## config.mk

```make
export PLATFORM = sky130hd
export DESIGN_NAME = ccbd_ctrl
export DESIGN_NICKNAME = d
export VERILOG_FILES = /design/src/rtl/ccbd_pkg.sv /design/src/rtl/ccbd_ctrl.sv
export SDC_FILE = /design/constraint.sdc
export NUM_CORES = 1
export LEC_CHECK = 0
export BUFFER_PORTS_ARGS = -buffer_cell sky130_fd_sc_hd__buf_2
export CORE_AREA = 2 2 39 41
export DETAILED_ROUTE_END_ITERATION = 8
export DIE_AREA = 0 0 41 43
export GPL_ROUTABILITY_DRIVEN = 1
export GPL_TIMING_DRIVEN = 0
export PLACE_DENSITY = 0.63
export SLEW_MARGIN = 20
export SYNTH_ARGS = -nofsm -noshare
export SYNTH_HDL_FRONTEND = slang
export SYNTH_SLANG_ARGS = --single-unit
```

## constraint.sdc

```tcl
create_clock -name clock -period 2.02 [get_ports clock]
set_clock_uncertainty 0.2 [all_clocks]
set_input_delay 0.202 -clock clock [delete_from_list [all_inputs] [get_ports clock]]
set_output_delay 0.202 -clock clock [all_outputs]
set_load 0.02 [all_outputs]
```

## src/rtl/ccbd_pkg.sv

```systemverilog
// Shared types and constants for the character canvas box drawing block.
package ccbd_pkg;

   // command codes carried in the func field
   localparam logic [2:0] FUNC_CLEAR  = 3'd0;
   localparam logic [2:0] FUNC_HLINE  = 3'd1;
   localparam logic [2:0] FUNC_VLINE  = 3'd2;
   localparam logic [2:0] FUNC_BOX    = 3'd3;
   localparam logic [2:0] FUNC_STYLED = 3'd4;
   localparam logic [2:0] FUNC_PUT    = 3'd5;
   localparam logic [2:0] FUNC_READ   = 3'd6;

   // register indexes on the csr port
   localparam logic [2:0] CSR_COLS     = 3'd0;
   localparam logic [2:0] CSR_ROWS     = 3'd1;
   localparam logic [2:0] CSR_GLYPHS_A = 3'd2;
   localparam logic [2:0] CSR_GLYPHS_B = 3'd3;
   localparam logic [2:0] CSR_GLYPHS_C = 3'd4;
   localparam logic [2:0] CSR_GLYPHS_D = 3'd5;

   localparam logic [7:0] CHAR_SPACE   = 8'h20;
   localparam logic [7:0] CHAR_NEWLINE = 8'h0A;

   typedef enum logic [2:0] {
      ST_INIT,
      ST_IDLE,
      ST_CHECK,
      ST_READ,
      ST_LOAD,
      ST_DRAW,
      ST_RESP
   } state_type;

   // MAIN is the whole run for lines, put and clear, the top row for boxes
   typedef enum logic [1:0] {
      SEG_MAIN,
      SEG_BOTTOM,
      SEG_LEFT,
      SEG_RIGHT
   } seg_type;

   typedef struct packed {
      logic    accept;
      logic    init_step;
      logic    load;
      logic    step;
      seg_type seg;
      logic    rsp_load;
   } ccbd_cmd_type;

   typedef struct packed {
      logic init_last;
      logic fault;
      logic is_read;
      logic is_box;
      logic seg_empty;
      logic last_cell;
   } ccbd_stat_type;

endpackage

```

## src/rtl/ccbd_ctrl.sv

```systemverilog
// Controller: sequences memory clearing, bounds check, segments and the response.
module ccbd_ctrl (
   input  logic                   clock,
   input  logic                   reset,
   input  logic                   req_tvalid,
   output logic                   req_tready,
   output logic                   rsp_tvalid,
   input  logic                   rsp_tready,
   input  ccbd_pkg::ccbd_stat_type stat,
   output ccbd_pkg::ccbd_cmd_type  cmd
);

   ccbd_pkg::state_type state_ff, state_in;
   ccbd_pkg::seg_type   seg_ff, seg_in, seg_next;
   logic                rsp_valid_ff, rsp_valid_in;
   logic                more_segs;
   logic                rsp_free;

   assign more_segs = stat.is_box && (seg_ff != ccbd_pkg::SEG_RIGHT);
   assign rsp_free  = !rsp_valid_ff || rsp_tready;

   always_comb begin
      case (seg_ff)
         ccbd_pkg::SEG_MAIN:   seg_next = ccbd_pkg::SEG_BOTTOM;
         ccbd_pkg::SEG_BOTTOM: seg_next = ccbd_pkg::SEG_LEFT;
         ccbd_pkg::SEG_LEFT:   seg_next = ccbd_pkg::SEG_RIGHT;
         default:              seg_next = ccbd_pkg::SEG_RIGHT;
      endcase
   end

   // next state
   always_comb begin
      state_in = state_ff;
      seg_in   = seg_ff;
      case (state_ff)
         ccbd_pkg::ST_INIT: begin
            if (stat.init_last) state_in = ccbd_pkg::ST_IDLE;
         end
         ccbd_pkg::ST_IDLE: begin
            if (req_tvalid) begin
               state_in = ccbd_pkg::ST_CHECK;
               seg_in   = ccbd_pkg::SEG_MAIN;
            end
         end
         ccbd_pkg::ST_CHECK: begin
            if (stat.fault)        state_in = ccbd_pkg::ST_RESP;
            else if (stat.is_read) state_in = ccbd_pkg::ST_READ;
            else                   state_in = ccbd_pkg::ST_LOAD;
         end
         ccbd_pkg::ST_READ: begin
            state_in = ccbd_pkg::ST_RESP;
         end
         ccbd_pkg::ST_LOAD: begin
            if (!stat.seg_empty) begin
               state_in = ccbd_pkg::ST_DRAW;
            end else if (more_segs) begin
               seg_in = seg_next;
            end else begin
               state_in = ccbd_pkg::ST_RESP;
            end
         end
         ccbd_pkg::ST_DRAW: begin
            if (stat.last_cell) begin
               if (more_segs) begin
                  state_in = ccbd_pkg::ST_LOAD;
                  seg_in   = seg_next;
               end else begin
                  state_in = ccbd_pkg::ST_RESP;
               end
            end
         end
         ccbd_pkg::ST_RESP: begin
            if (rsp_free) state_in = ccbd_pkg::ST_IDLE;
         end
         default: state_in = ccbd_pkg::ST_IDLE;
      endcase
   end

   // outputs
   always_comb begin
      req_tready    = (state_ff == ccbd_pkg::ST_IDLE);
      cmd.accept    = (state_ff == ccbd_pkg::ST_IDLE) && req_tvalid;
      cmd.init_step = (state_ff == ccbd_pkg::ST_INIT);
      cmd.load      = (state_ff == ccbd_pkg::ST_LOAD);
      cmd.step      = (state_ff == ccbd_pkg::ST_DRAW);
      cmd.seg       = seg_ff;
      cmd.rsp_load  = (state_ff == ccbd_pkg::ST_RESP) && rsp_free;
   end

   always_comb begin
      rsp_valid_in = rsp_valid_ff && !rsp_tready;
      if (cmd.rsp_load) rsp_valid_in = 1'b1;
   end

   assign rsp_tvalid = rsp_valid_ff;

   always_ff @(posedge clock) begin
      if (reset) begin
         state_ff     <= ccbd_pkg::ST_INIT;
         seg_ff       <= ccbd_pkg::SEG_MAIN;
         rsp_valid_ff <= 1'b0;
      end else begin
         state_ff     <= state_in;
         seg_ff       <= seg_in;
         rsp_valid_ff <= rsp_valid_in;
      end
   end

endmodule

```

==> impl_metrics.py, run 1 <==
metrics = {
    "sta": {
        "finalSetupViolCount": 0,
        "finalCriticalPeriod_ps": 1920,
        "slew_violations": 0,
        "fmax_mhz": 522,
        "worst_pin_slew_ps": 385,
        "fin_crit_sh": 0.949,
        "grt_setup_unrepaired": "false",
        "setup_ws_ps": 103,
        "hold_viol_final": 0,
        "setup-tns-final_ps": 0,
        "slew_headroom": 0.741,
    },
    "route": {
        "drtAntennaViolNets": 0,
        "routed_wl_mm": 1.43,
        "drc": 0,
        "drt_iter0_markers": 8,
        "vias_per_cell": 5.79,
        "wl_per_cell_um": 13.5,
        "dr.pass1.iters": 4,
        "vias": 614,
    },
    "synth": {
        "yosysUniqueCellTypes": 30,
        "syn_inst": 63,
        "synth_area_um2": 474,
        "yosysTopAreaCellShare": 0.253,
        "synth_commonest_cells": "a21oi_1 (6), dfxtp_1 (6), nor3_1 (5), o21ai_0 (5), nand2_1 (4)",
        "yosysWarnings": 0,
        "ys_seq_area_frac": 0.253,
        "synthArstFlopShare": 0,
        "ys.flop_type": "dfxtp_1",
        "syn_area_per_cell_um2": 7.53,
        "synth_top_area_cell": "dfxtp_1",
        "syn-num-nets": 74,
        "ys_seq_elements": 6,
        "synth_area_leaders": "dfxtp_1 (25%), a21oi_1 (6.3%), nor3_1 (5.3%), o21ai_0 (5.3%), a31oi_1 (4.0%)",
        "synth_edf_count": 0,
    },
    "setup_path": {
        "worstPathArrival_ps": 1520,
        "path_class": "reg2out",
        "path_max_fanout": 6,
        "reg2reg_depth": 5,
        "required_ps": 1620,
        "cp-start-kind": "register",
        "end_kind": "output port",
    },
    "cells_and_area": {
        "syn_to_final_growth_pct": 43.0,
        "nNetsFinal": 103,
        "antenna_cells": 0,
        "drive_gt1_frac": 0.400,
    },
    "global_route": {
        "grt_pass1_wl_mm": 2.08,
        "grt_pass1_vias": 509,
        "grt_start_max_net_pins": 11,
        "overflow": 0,
        "grt_antenna_before_repair": 0,
        "grt_use_total": 0.173,
    },
    "floorplan": {
        "die_h_um": 43,
        "num_rows": 14,
        "dieArea_um2": 1760,
        "dieWidth_um": 41,
        "core_um2": 1380,
        "start_util": 0.343,
        "pin_count": 19,
    },
    "clock_network": {
        "clock_latency_ps": 250,
        "clk_path_buf_depth": 2,
        "cts_root_buffer": "clkbuf_4",
        "cts_sinks": 6,
        "clk_pin_slew_worst_paths_ps": 50,
        "cts-buffers-inserted": 3,
        "cts_tree": "yes",
        "htreeDepth": 1,
    },
    "worst_hold_path": {
        "hold_path.class": "in2reg",
        "hold_depth": 3,
    },
    "place": {
        "place_hpwl_um": 991,
        "gp_congestion": 0.801,
        "port_buffers": 18,
        "place_ws_ps": 21.7,
    },
    "run": {
        "maxCapViolCount": 0,
    },
    "pwr": {
        "seqPwrFrac": 0.205,
        "ir_drop_v": 0.000567,
        "power_density_nw_per_um2": 1500,
        "p_leak_nw": 0.290,
        "p_clk_frac": 0.114,
        "swShare": 0.465,
        "p_switching_w": 0.000472,
        "p_int_w": 0.000542,
        "p_comb_frac": 0.681,
    },
    "outcome": {
        "status": "finished, final reports clean",
    },
}
[worst max-delay path: stages, from the launching register on]
cell and delay [ps]:
dfxtp_4 380, buf_8 120, clkinvlp_4 80, or3_1 400, nor2b_1 130, buf_4 150
[metrics by stage]
step,cells,utilization,cell area (um2),hold WS (ps),total power [W]
6_report,106,0.490,678,86.4,0.00101
5_1_grt,106,0.490,678,94.7,0.00111
4_1_cts,101,0.451,624,44.8,0.000899
3_5_place_dp,97,0.422,584,273,0.000764
3_3_place_gp,97,0.422,584,272,0.000748
2_1_floorplan,63,-,474,66.6,0.000616
[path summary, 6_finish.rpt]
kind	from	to	slack [ps]
worst max-delay path	state_ff[2]	cmd[0]	100
worst min-delay path	rsp_tready	rsp_tvalid	90
worst max register to register	state_ff[1]	state_ff[2]	140
worst min register to register	rsp_tvalid	rsp_tvalid	340
[sequential cells by signal, summed over array words and instances (netlist names)]
name,count
seg_ff,2
rsp_tvalid,1
state_ff,3
[placed cells by master (no fill, tap or decap), types with 2 or more instances in the layout]
cell | Yosys | routed
a211oi_1 | 2 | 2
dfxtp_1 | 6 | 4
a21oi_1 | 6 | 6
nor2_1 | 3 | 3
nor2b_1 | 3 | 3
buf_2 | 3 | 19
clkbuf_4 | 0 | 3
nand2b_1 | 2 | 2
a31oi_1 | 3 | 3
nand2_1 | 4 | 4
nor3_1 | 5 | 5
o21bai_1 | 2 | 2
o21ai_0 | 5 | 5
buf_4 | 0 | 6
[power groups by stage]
| stage | registers [W] | logic (W) | clock network [W] |
|---|---|---|---|
| 2_1_floorplan | 0.000190 | 0.000426 | 0 |
| 3_3_place_gp | 0.000191 | 0.000557 | 0 |
| 4_1_cts | 0.000196 | 0.000585 | 0.000118 |
| 6_report | 0.000207 | 0.000691 | 0.000116 |
| 3_5_place_dp | 0.000192 | 0.000571 | 0 |
| 5_1_grt | 0.000214 | 0.000770 | 0.000123 |
[routing by layer]
| metal | part of all wire | GRT usage |
|---|---|---|
| met5 | 0 | 0 |
| met4 | 0.013 | 0.107 |
| met3 | 0.080 | 0.0314 |
| met2 | 0.47 | 0.266 |
| met1 | 0.43 | 0.209 |
[cells by family after synthesis]
group,count (synthesis),share of synthesized area
AO/OA/AOI/OAI,25,0.351
flip-flops,6,0.253
multiplexers,1,0.0211
AND/OR/NAND/NOR,24,0.293
adder cells (fa/ha/maj),1,0.0264
buffers and inverters,6,0.0554
[cell type report]
class	count	area, um2
well taps	16	20.0
plain buffers	3	25.0
flip-flops and latches	6	125
fillers	133	706
multi-input cells	51	330
inverters	3	15.0
clock buffers	3	22.5
repair buffers	24	140
[what timing repair did]
action / in CTS / in global routing
buffers inserted: 0 / 5
hold endpoints to repair: 1 / 0
gates resized for setup: 3 / 6
endpoints found under the setup margin: 1 / 2
hold buffers: 1 / 0
(Power assumes the default switching activity.)
==> run 2: changes to the inputs <==
CELL_PAD_IN_SITES_DETAIL_PLACEMENT = 0   (was not set)
CELL_PAD_IN_SITES_GLOBAL_PLACEMENT = 1   (was not set)
CORE_AREA = not set   (was 2 2 39 41)
CORE_UTILIZATION = 31   (was not set)
DIE_AREA = not set   (was 0 0 41 43)
PLACE_DENSITY = 0.75   (was 0.63)
==> run 2 against run 1 <==
- via count decreased by 11%
- die area down 4.1%
- count of clock-buffer cells in the layout unchanged
- sequential share of layout area up 0.54 points
- hold slack lost 38 ps
- maximum frequency shrank 2.7%
- final cell count decreased by 3.8%
- wire length decreased by 15%
- critical path depth stayed put
- register-to-register slack worse by 90 ps
==> impl_metrics.py, run 2 (synthesis results as in run 1) <==
metrics = {
    "cells_and_area": {
        "top_register": "state_ff",
        "antenna_cells": 0,
        "mostFrequentLayoutCells": "buf_2 (19), a21oi_1 (6), nor3_1 (5), o21ai_0 (5)",
        "largest_reg_flops": 3,
        "final_common_cell": "buf_2",
        "post-route-util": 0.473,
        "drive_gt1_frac": 0.368,
        "nNetsFinal": 100,
        "fillers": 154,
        "syn_to_final_growth_pct": 36.1,
    },
    "global_route": {
        "grt_use_total": 0.150,
        "grt_antenna_before_repair": 0,
        "grt_pass1_vias": 422,
        "grt_pass1_wl_mm": 1.70,
        "overflow": 0,
        "grt_start_max_net_pins": 11,
    },
    "floorplan": {
        "die_h_um": 41.1,
        "num_rows": 13,
        "dieWidth_um": 41.1,
        "core_um2": 1370,
        "start_util": 0.347,
        "dieArea_um2": 1690,
        "pin_count": 19,
    },
    "clock_network": {
        "clock_latency_ps": 240,
        "htreeDepth": 1,
        "clk_path_buf_depth": 2,
        "cts-buffers-inserted": 3,
        "clk_pin_slew_worst_paths_ps": 50,
        "cts_sinks": 6,
        "cts_root_buffer": "clkbuf_4",
        "cts_tree": "yes",
    },
    "worst_hold_path": {
        "min_from": "rsp_tready",
        "hold_depth": 3,
        "hold_end": "rsp_tvalid",
        "hold_path.class": "in2reg",
    },
    "sta": {
        "finalCriticalPeriod_ps": 1970,
        "hold_viol_final": 0,
        "fin_crit_sh": 0.976,
        "finalSetupViolCount": 0,
        "slew_violations": 0,
        "hold_slack_ps": 48.1,
        "worst_pin_slew_ps": 412,
        "grt_setup_unrepaired": "false",
        "fmax_mhz": 507,
        "slew_headroom": 0.723,
    },
    "pwr": {
        "p_leak_nw": 0.275,
        "power_density_nw_per_um2": 1430,
        "ir_drop_v": 0.000639,
        "p_total_w": 0.000924,
    },
    "route": {
        "top_layer": "met3",
        "drc": 0,
        "vias_per_cell": 5.33,
        "drt_iter0_markers": 10,
        "wl_per_cell_um": 11.9,
        "route.met2.wl_um": 563,
        "met3WireLength_um": 55,
        "routed_wl_mm": 1.21,
        "drtAntennaViolNets": 0,
        "vias": 544,
        "met1_length_um": 593,
        "dr.pass1.iters": 4,
    },
    "place": {
        "place_hpwl_um": 942,
        "gp_congestion": 0.808,
        "port_buffers": 18,
    },
    "setup_path": {
        "cp-start-kind": "register",
        "required_ps": 1970,
        "ff2ff_setup_slack_ps": 50,
        "r2r_start": "state_ff[1]",
        "worstPathArrival_ps": 1930,
        "end_kind": "register",
        "path_class": "reg2reg",
        "path_max_fanout": 8,
        "reg2reg_depth": 5,
        "r2r-end": "state_ff[2]",
    },
    "outcome": {
        "status": "finished, final reports clean",
    },
    "run": {
        "maxCapViolCount": 0,
    },
}
==> run 2: cell types whose count changed in the layout (fill, tap and decap cells not counted), sizes merged <==
cell,change
buf,-3
==> run 2: worst max path at each step <==
| stage | startpoint | end | slack (ps) | cells after the start |
|---|---|---|---|---|
| after CTS | state_ff[2] | cmd[0] | 6 | 5 |
| after global placement | state_ff[1] | state_ff[2] | -5 | 5 |
| after detailed placement | state_ff[1] | state_ff[2] | -20 | 5 |
| final | state_ff[1] | state_ff[2] | 50 | 5 |
| after floorplan | state_ff[1] | state_ff[2] | 160 | 5 |
| after global routing | state_ff[1] | state_ff[2] | 6 | 5 |
==> run 2: routing by layer <==
metal	vias up	global-route usage
met1	242	0.184
met2	15	0.270
met5	-	0
li1	287	-
met4	0	0
met3	0	0.0489
==> run 2: worst max-delay path, cell delays in order, from the launching register on <==
cell and delay (ps):
dfxtp_2 390, inv_2 60, ha_1 380, or4_1 500
o211a_1 140, a211oi_2 210
==> run 2: through the flow <==
stage          std cells  setup slack (ps)  TNS, ps  area, um2
3_5_place_dp          96             -19.0    -19.0        583
4_1_cts               99              5.68        0        611
2_1_floorplan         63               158        0        474
5_1_grt              102              5.54        0        646
3_3_place_gp          96             -4.72    -4.72        583
6_report             102              49.5        0        646
==> run 2: final cells by class <==
type,count,area (um2),share of cell area
inverter,3,15.0,0.0233
timing repair buffer,21,118,0.182
sequential,6,123,0.190
clock buffer,3,22.5,0.0349
multi-input combinational,51,328,0.508
buffer,3,21.3,0.0329
tap,15,18.8,0.0291
==> run 2: what timing repair did <==
| item | in CTS | in global routing |
|---|---|---|
| gates resized for setup | 3 | 3 |
| gates cloned | 0 | 0 |
| hold buffers | 0 | 1 |
| buffers inserted | 0 | 2 |
| endpoints found under the setup margin | 2 | 1 |
| endpoints found under the hold margin | 0 | 1 |
==> run 2: power breakdown <==
part	total [W]	internal, W	switching (W)
logic	0.000618	0.000266	0.000352
registers	0.000197	0.000156	0.0000413
clock network	0.000109	0.0000672	0.0000423
total	0.000924	0.000489	0.000436
